`src/design/vrp_pkg.sv`:
```
// Shared constants, register codes and types of the vertex rotate/project block.
// No dependencies; every other file of the block imports this package.
`default_nettype none

package vrp_pkg;

  localparam int ANGLE_BITS_DEF = 12;
  localparam int COORD_BITS_DEF = 8;

  // configuration port
  localparam int CFG_IDX_W  = 3;
  localparam int CFG_DATA_W = 16;

  // register widths
  localparam int ANGLE_REG_W = 12;
  localparam int ZOOM_W      = 9;
  localparam int CENTER_W    = 11;
  localparam int DOFF_W      = 10;

  // result widths and limits
  localparam int SCR_W     = 12;
  localparam int DEPTH_W   = 9;
  localparam int SCR_MAX   = 2047;
  localparam int SCR_MIN   = -2048;
  localparam int DEPTH_MAX = 255;
  localparam int DEPTH_MIN = -256;

  // fixed point
  localparam int TRIG_W   = 16;      // signed Q1.14
  localparam int FRAC     = 14;
  localparam int ONE_Q14  = 16384;
  localparam int HALF_Q14 = 8192;
  localparam int ROT_GROW = 19;      // rotated coordinate width over the input width
  localparam int QUOT_W   = 14;      // quotient bits resolved by the divider

  // reset values
  localparam int ZOOM_RST     = 256;
  localparam int CENTER_X_RST = 250;
  localparam int CENTER_Y_RST = 200;
  localparam int DOFF_RST     = 220;

  typedef enum logic [CFG_IDX_W-1:0] {
    REG_ANGLE_A  = 3'd0,
    REG_ANGLE_B  = 3'd1,
    REG_ANGLE_C  = 3'd2,
    REG_ZOOM     = 3'd3,
    REG_CENTER_X = 3'd4,
    REG_CENTER_Y = 3'd5,
    REG_DOFF     = 3'd6
  } cfg_reg_e;

  typedef struct packed {
    logic signed [TRIG_W-1:0] sin_a;
    logic signed [TRIG_W-1:0] cos_a;
    logic signed [TRIG_W-1:0] sin_b;
    logic signed [TRIG_W-1:0] cos_b;
    logic signed [TRIG_W-1:0] sin_c;
    logic signed [TRIG_W-1:0] cos_c;
  } trig_t;

endpackage

`default_nettype wire

```
`src/design/vrp_project.sv`:
```
// Projection pipeline: zoom multiply, divisor, pipelined restoring divider
// (two quotient bits per stage), centre add and saturation. Depends on vrp_pkg.
`default_nettype none

module vrp_project import vrp_pkg::*; #(
  parameter  int COORD_BITS = COORD_BITS_DEF,
  localparam int ROT_W      = COORD_BITS + ROT_GROW
) (
  input  logic                       clk_i,
  input  logic                       rst_ni,
  input  logic                       in_valid_i,
  output logic                       in_ready_o,
  input  logic signed [ROT_W-1:0]    tx2_i,
  input  logic signed [ROT_W-1:0]    ty2_i,
  input  logic signed [ROT_W-1:0]    tz2_i,
  input  logic [ZOOM_W-1:0]          zoom_i,
  input  logic signed [CENTER_W-1:0] center_x_i,
  input  logic signed [CENTER_W-1:0] center_y_i,
  input  logic [DOFF_W-1:0]          depth_offset_i,
  output logic                       out_valid_o,
  input  logic                       out_ready_i,
  output logic signed [SCR_W-1:0]    screen_x_o,
  output logic signed [SCR_W-1:0]    screen_y_o,
  output logic signed [DEPTH_W-1:0]  depth_o,
  output logic                       clipped_o
);

  localparam int NUM_W = ROT_W + ZOOM_W + 1;
  localparam int DEN_W = ROT_W + 1;
  localparam int QW    = QUOT_W;
  localparam int DS    = QW / 2;
  localparam int REM_W = DEN_W + QW;
  localparam int SUM_W = QW + 2;
  localparam int NS    = DS + 3;

  typedef struct packed {
    logic                      den_pos;
    logic                      neg_x;
    logic                      nz_x;
    logic                      ovf_x;
    logic                      neg_y;
    logic                      nz_y;
    logic                      ovf_y;
    logic signed [DEPTH_W-1:0] depth;
    logic                      dclip;
  } side_t;

  typedef struct packed {
    logic signed [SCR_W-1:0] v;
    logic                    clip;
  } scr_t;

  function automatic scr_t finish(input logic den_pos, input logic neg, input logic nz,
                                  input logic ovf, input logic [QW-1:0] q,
                                  input logic signed [CENTER_W-1:0] ctr);
    scr_t                    res;
    logic signed [SUM_W-1:0] qs;
    logic signed [SUM_W-1:0] sum;
    qs       = neg ? -signed'(SUM_W'(q)) : signed'(SUM_W'(q));
    sum      = qs + SUM_W'(ctr);
    res.clip = 1'b1;
    priority if (!den_pos) begin
      // divisor not positive: saturate toward the numerator's sign
      if (neg)     res.v = SCR_W'(SCR_MIN);
      else if (nz) res.v = SCR_W'(SCR_MAX);
      else         res.v = SCR_W'(ctr);
    end else if (ovf) begin
      res.v = neg ? SCR_W'(SCR_MIN) : SCR_W'(SCR_MAX);
    end else if (sum > SCR_MAX) begin
      res.v = SCR_W'(SCR_MAX);
    end else if (sum < SCR_MIN) begin
      res.v = SCR_W'(SCR_MIN);
    end else begin
      res.v    = SCR_W'(sum);
      res.clip = 1'b0;
    end
    return res;
  endfunction

  logic [NS-1:0] v_q;
  logic [NS-1:0] en;

  always_comb begin
    en[NS-1] = !v_q[NS-1] || out_ready_i;
    for (int k = NS - 2; k >= 0; k--) en[k] = !v_q[k] || en[k+1];
  end

  always_ff @(posedge clk_i or negedge rst_ni) begin
    if (!rst_ni) begin
      v_q <= '0;
    end else begin
      if (en[0]) v_q[0] <= in_valid_i;
      for (int k = 1; k < NS; k++) begin
        if (en[k]) v_q[k] <= v_q[k-1];
      end
    end
  end

  assign in_ready_o  = en[0];
  assign out_valid_o = v_q[NS-1];

  // stage 0: numerators, divisor, depth
  logic signed [NUM_W-1:0]   numx_q, numy_q;
  logic signed [DEN_W-1:0]   den_q;
  logic signed [DEPTH_W-1:0] dep_q;
  logic                      dclip_q;
  logic [ROT_W-1:0]          tmag;
  logic signed [ROT_W-1:0]   dq;
  logic signed [DEPTH_W-1:0] dep_d;
  logic                      dclip_d;

  always_comb begin
    tmag    = tz2_i[ROT_W-1] ? -tz2_i : tz2_i;
    dq      = tz2_i[ROT_W-1] ? -signed'(tmag >> FRAC) : signed'(tmag >> FRAC);
    dclip_d = 1'b1;
    priority if (dq > DEPTH_MAX) begin
      dep_d = DEPTH_W'(DEPTH_MAX);
    end else if (dq < DEPTH_MIN) begin
      dep_d = DEPTH_W'(DEPTH_MIN);
    end else begin
      dep_d   = DEPTH_W'(dq);
      dclip_d = 1'b0;
    end
  end

  always_ff @(posedge clk_i) begin
    if (en[0]) begin
      numx_q  <= NUM_W'(tx2_i) * NUM_W'(signed'({1'b0, zoom_i}));
      numy_q  <= NUM_W'(ty2_i) * NUM_W'(signed'({1'b0, zoom_i}));
      den_q   <= DEN_W'(tz2_i) + (DEN_W'(signed'({1'b0, depth_offset_i})) <<< FRAC);
      dep_q   <= dep_d;
      dclip_q <= dclip_d;
    end
  end

  // stage 1 fills slot 0; divider stage j moves slot j to slot j+1
  logic [REM_W-1:0] remx_q [DS+1];
  logic [REM_W-1:0] remy_q [DS+1];
  logic [QW-1:0]    qx_q   [DS+1];
  logic [QW-1:0]    qy_q   [DS+1];
  logic [DEN_W-1:0] dmag_q [DS+1];
  side_t            side_q [DS+1];

  logic [NUM_W-1:0] nmagx, nmagy;
  side_t            side_d;

  always_comb begin
    nmagx          = numx_q[NUM_W-1] ? -numx_q : numx_q;
    nmagy          = numy_q[NUM_W-1] ? -numy_q : numy_q;
    side_d.den_pos = !den_q[DEN_W-1] && (den_q != '0);
    side_d.neg_x   = numx_q[NUM_W-1];
    side_d.nz_x    = numx_q != '0;
    side_d.ovf_x   = REM_W'(nmagx) >= (REM_W'(den_q) << QW);
    side_d.neg_y   = numy_q[NUM_W-1];
    side_d.nz_y    = numy_q != '0;
    side_d.ovf_y   = REM_W'(nmagy) >= (REM_W'(den_q) << QW);
    side_d.depth   = dep_q;
    side_d.dclip   = dclip_q;
  end

  logic [REM_W-1:0] rx_d [DS];
  logic [REM_W-1:0] ry_d [DS];
  logic [QW-1:0]    qx_d [DS];
  logic [QW-1:0]    qy_d [DS];

  always_comb begin
    for (int j = 0; j < DS; j++) begin
      rx_d[j] = remx_q[j];
      ry_d[j] = remy_q[j];
      qx_d[j] = qx_q[j];
      qy_d[j] = qy_q[j];
      for (int b = 0; b < 2; b++) begin
        if (rx_d[j] >= (REM_W'(dmag_q[j]) << (QW - 1 - 2 * j - b))) begin
          rx_d[j] = rx_d[j] - (REM_W'(dmag_q[j]) << (QW - 1 - 2 * j - b));
          qx_d[j][QW-1-2*j-b] = 1'b1;
        end
        if (ry_d[j] >= (REM_W'(dmag_q[j]) << (QW - 1 - 2 * j - b))) begin
          ry_d[j] = ry_d[j] - (REM_W'(dmag_q[j]) << (QW - 1 - 2 * j - b));
          qy_d[j][QW-1-2*j-b] = 1'b1;
        end
      end
    end
  end

  always_ff @(posedge clk_i) begin
    if (en[1]) begin
      remx_q[0] <= REM_W'(nmagx);
      remy_q[0] <= REM_W'(nmagy);
      qx_q[0]   <= '0;
      qy_q[0]   <= '0;
      dmag_q[0] <= den_q;
      side_q[0] <= side_d;
    end
    for (int j = 0; j < DS; j++) begin
      if (en[j+2]) begin
        remx_q[j+1] <= rx_d[j];
        remy_q[j+1] <= ry_d[j];
        qx_q[j+1]   <= qx_d[j];
        qy_q[j+1]   <= qy_d[j];
        dmag_q[j+1] <= dmag_q[j];
        side_q[j+1] <= side_q[j];
      end
    end
  end

  // final stage doubles as the output register
  scr_t                      fx, fy;
  logic signed [SCR_W-1:0]   sx_q, sy_q;
  logic signed [DEPTH_W-1:0] dz_q;
  logic                      clip_q;

  always_comb begin
    fx = finish(side_q[DS].den_pos, side_q[DS].neg_x, side_q[DS].nz_x, side_q[DS].ovf_x,
                qx_q[DS], center_x_i);
    fy = finish(side_q[DS].den_pos, side_q[DS].neg_y, side_q[DS].nz_y, side_q[DS].ovf_y,
                qy_q[DS], center_y_i);
  end

  always_ff @(posedge clk_i) begin
    if (en[NS-1]) begin
      sx_q   <= fx.v;
      sy_q   <= fy.v;
      dz_q   <= side_q[DS].depth;
      clip_q <= fx.clip | fy.clip | side_q[DS].dclip;
    end
  end

  assign screen_x_o = sx_q;
  assign screen_y_o = sy_q;
  assign depth_o    = dz_q;
  assign clipped_o  = clip_q;

endmodule

`default_nettype wire

```
`config.mk`:
```
export PLATFORM = sky130hd
export DESIGN_NAME = vrp_project
export DESIGN_NICKNAME = d
export VERILOG_FILES = /design/src/design/vrp_pkg.sv /design/src/design/vrp_project.sv
export SDC_FILE = /design/constraint.sdc
export NUM_CORES = 2
export LEC_CHECK = 0
export BUFFER_PORTS_ARGS = -buffer_cell sky130_fd_sc_hd__buf_2
export CAP_MARGIN = 10
export CORE_MARGIN = 2
export CORE_UTILIZATION = 55
export CTS_BUF_LIST = sky130_fd_sc_hd__clkbuf_8
export DETAILED_ROUTE_END_ITERATION = 8
export PLACE_DENSITY = 0.76
export REMOVE_ABC_BUFFERS = 1
export SLEW_MARGIN = 20
export SYNTH_ARGS = -nofsm -noshare
export SYNTH_HDL_FRONTEND = slang
export SYNTH_SLANG_ARGS = --single-unit
export TNS_END_PERCENT = 20
```
`constraint.sdc`:
```
create_clock -name clk_i -period 32.7 [get_ports clk_i]
set_input_delay 1.635 -clock clk_i [delete_from_list [all_inputs] [get_ports clk_i]]
set_output_delay 1.635 -clock clk_i [all_outputs]
set_load 0.01 [all_outputs]
```
==> metrics <==
max-slew violation count=0; Synth Area in Compound Gates=16.54%; Worst-Skew Late Latency=1010 ps; GP Congestion=1.016; Hold Startpoint=qx_q[0][53]$_DFFE_PP_; simple-gate portion of the synthesized area=15.05%; worst setup margin=23670 ps; initial antenna violation count=22; hold-fix buffer count after cts=0; Die Area=0.1975 sq mm; Routed wire per std cell=24.11 microns; Syn Inst Count=11130; Syn Area/Cell=9.581 sq um; core outline area=0.1926 sq mm; most frequent cells in the layout=1168 x edfxtp_1, 1025 x ha_1, 1010 x inv_1; first drt pass iteration count=6; Worst R2R Setup Slack=23670 ps; met3 GRT Util=5.036%; mux contribution to synthesized area=3.161%; layout net count=12890; CTS root buf=clkbuf_8; quantity of gates resized following cts=0; Post-Syn Area=0.1067 sq mm; worst-margin pin slew=1176 ps; Worst-path clk slew=60 ps; max-cap violations=0; Synth cell types=103; Worst R2R Path Depth=26; Critical Path Start=dmag_q[0][59]$_DFFE_PP_; # DRC=0; largest family of logic cells by synthesized area=adder cells; share of post-route cells with drive strength above 1=8.190%; # IOs=162; die width=444.4 microns; outcome=finished clean; M1 GR Usage=41.80%; site row count=161; commonest non-fill, non-tap cell in the layout=edfxtp_1; CTS H-tree lvls=4; Die Ht=444.4 microns; global-route wire length before repair=507100 microns; Reg-to-Reg Start=dmag_q[0][59]$_DFFE_PP_; period utilization=27.61%; largest net degree at the start of global routing=115; detailed placement HPWL=276000 microns; Filler Cell Count=16200; CP Class=reg2reg; DRT iter0 DRCs=7639; Syn-to-layout area delta=7.431%; clock skew=107.6 ps; Synth Area in Adders=20.04%; GRT met2 Usage=55.35%; CTS tree=yes; post-route setup TNS=0 ps; FF+latch count, synth=1178; HP Class=reg2reg; Critical Path Fanout Max=49; CTS Buffer Depth=3; All-Layer GR Usage=33.58%; asr flop ratio synth=0.8489%; DR vias=86430; Worst setup EP type=flop; reg2reg end=remy_q[3][40]$_DFFE_PP_; DRT Wirelength=337600 microns; Worst EP arrival=9750 ps; Seq/Total Area, Yosys=33.12%; Startpoint Class=flop; setup slack at placement=23780 ps; Hold Vio Cnt, Final=0; relative slew slack=20.97%; worst path required time=33420 ps; ys flop type=edfxtp_1; Final min period=9030 ps; Final ANT Viol Nets=0; Sink Count=1178; CP endpoint=remy_q[3][40]$_DFFE_PP_; GRT busiest layer=met2; Num CTS Buffers=194; Post-Synth XOR/XNOR Area=7.653%; grt ovf=0; postcts setup bufs=0; via/cell ratio=6.172; number of global-route vias before repair=84180; Max Fclk=110.7 MHz; Port Buffers=161; number of flops mapped to enable cells by yosys=1168; Starting Density=55.38%; RSZ-0062 raised after global routing=no; Yosys Warn Count=0; Setup Viol. Count Final=0
[cell families after synthesis]
family                     after synthesis
and+or+nand+nor                       3231
AOI/OAI and AO/OA                     2798
adders and majority gates             1452
buffers and inverters                 1243
DFF                                   1178
xor gates and xnor gates               932
muxes                                  298
[final cells by class]
class | instances | area, sq um | share of cell area, %
antenna | 13 | 32.53 | 0.02839
clock buffer | 199 | 2739 | 2.390
inverter | 978 | 3679 | 3.210
multi-input combinational | 8711 | 66790 | 58.29
timing repair buffer | 251 | 1494 | 1.304
tap | 2526 | 3161 | 2.758
sequential | 1178 | 35320 | 30.83
clock inverter | 148 | 1361 | 1.188
[Yosys cell counts (20+ instances only)]
library cell / n / share of area, %
edfxtp_1: 1168 / 33
ha_1: 1025 / 12
nand2_1: 975 / 3.4
inv_1: 970 / 3.4
a21oi_1: 853 / 4.0
o21ai_0: 658 / 3.1
xnor2_1: 657 / 5.4
nor2_1: 639 / 2.2
fa_1: 427 / 8.0
a21o_1: 421 / 3.0
and2_1: 331 / 1.9
xor2_1: 275 / 2.3
mux2_2: 259 / 2.7
clkbuf_1: 211 / 0.74
nor3_1: 195 / 0.92
nand3_1: 189 / 0.89
nand4_1: 146 / 0.86
nand2b_1: 134 / 0.79
o21bai_1: 134 / 0.94
nor2b_1: 127 / 0.74
o21a_1: 113 / 0.80
and3_1: 89 / 0.52
nor4_1: 88 / 0.52
o31ai_1: 88 / 0.62
or3_1: 84 / 0.49
a31oi_1: 67 / 0.39
a211oi_1: 63 / 0.44
or2_2: 53 / 0.31
or4_1: 49 / 0.34
o211ai_1: 38 / 0.27
a211o_1: 33 / 0.27
nor3b_1: 30 / 0.21
o41ai_1: 28 / 0.23
buf_1: 26 / 0.091
mux2i_1: 26 / 0.24
a21boi_0: 25 / 0.18
a31o_2: 25 / 0.21
o31a_1: 25 / 0.21
and4_1: 24 / 0.20
buf_2: 23 / 0.11
nand3b_1: 22 / 0.15
o2111ai_1: 20 / 0.16
[through the flow]
step	cells	utilization [%]	hold WS (ps)	area [sq um]
2_1_floorplan	10870	-	400.3	105600
3_3_place_gp	13640	57.34	401.3	110400
6_report	14000	59.50	390.1	114600
5_1_grt	14000	59.49	404.8	114600
4_1_cts	13990	59.47	386.9	114500
3_5_place_dp	13640	57.34	404.5	110400
[worst min path at each step]
| stage | slack [ps] | cells past startpoint | to |
|---|---|---|---|
| 2_1_floorplan | 400 | 0 | depth_o[0]$_DFFE_PP_ |
| 4_1_cts | 390 | 1 | v_q[1]$_DFFE_PN0P_ |
| 3_5_place_dp | 400 | 0 | qx_q[0][55]$_DFFE_PP_ |
| 5_1_grt | 400 | 0 | qx_q[1][22]$_DFFE_PP_ |
| 6_report | 390 | 0 | qx_q[1][11]$_DFFE_PP_ |
| 3_3_place_gp | 400 | 0 | qy_q[1][54]$_DFFE_PP_ |
[registers in the layout, summed over array words and instances (netlist names)]
| signal | count |
|---|---|
| dmag_q | 196 |
| side_q | 136 |
| clipped_o | 1 |
| screen_y_o | 12 |
| numy_q | 37 |
| dep_q | 9 |
| v_q | 10 |
| dclip_q | 1 |
| remx_q | 289 |
| screen_x_o | 12 |
| den_q | 28 |
| qx_q | 56 |
| depth_o | 9 |
| remy_q | 289 |
| qy_q | 56 |
| numx_q | 37 |
[per-layer routing]
layer  vias up  share of wire [%]
met5         -              0.010
met4         6                6.8
met3       748                6.7
met2      3490                 47
met1     41750                 40
li1      40440                  -
[critical path, stage by stage (launching register included)]
cell,delay [ps]
edfxtp_1,440
inv_1,190
ha_1,410
nand3_1,330
o221ai_1,530
a21oi_1,250
o31ai_1,360
a31oi_1,260
o311a_1,520
clkinv_1,140
buf_4,360
nor2_1,80
a21oi_1,280
ha_1,350
a21oi_1,360
o221ai_1,290
a221oi_1,530
o21ai_0,190
a21oi_1,250
o21ai_0,280
a311oi_1,780
o21a_1,230
nor2_1,50
or3b_2,450
buf_4,340
and4bb_2,340
xnor2_1,120
Power is left out: the tool's default activity adds up to more than one toggle a clock period on the data nets, which glitch-free logic cannot reach.
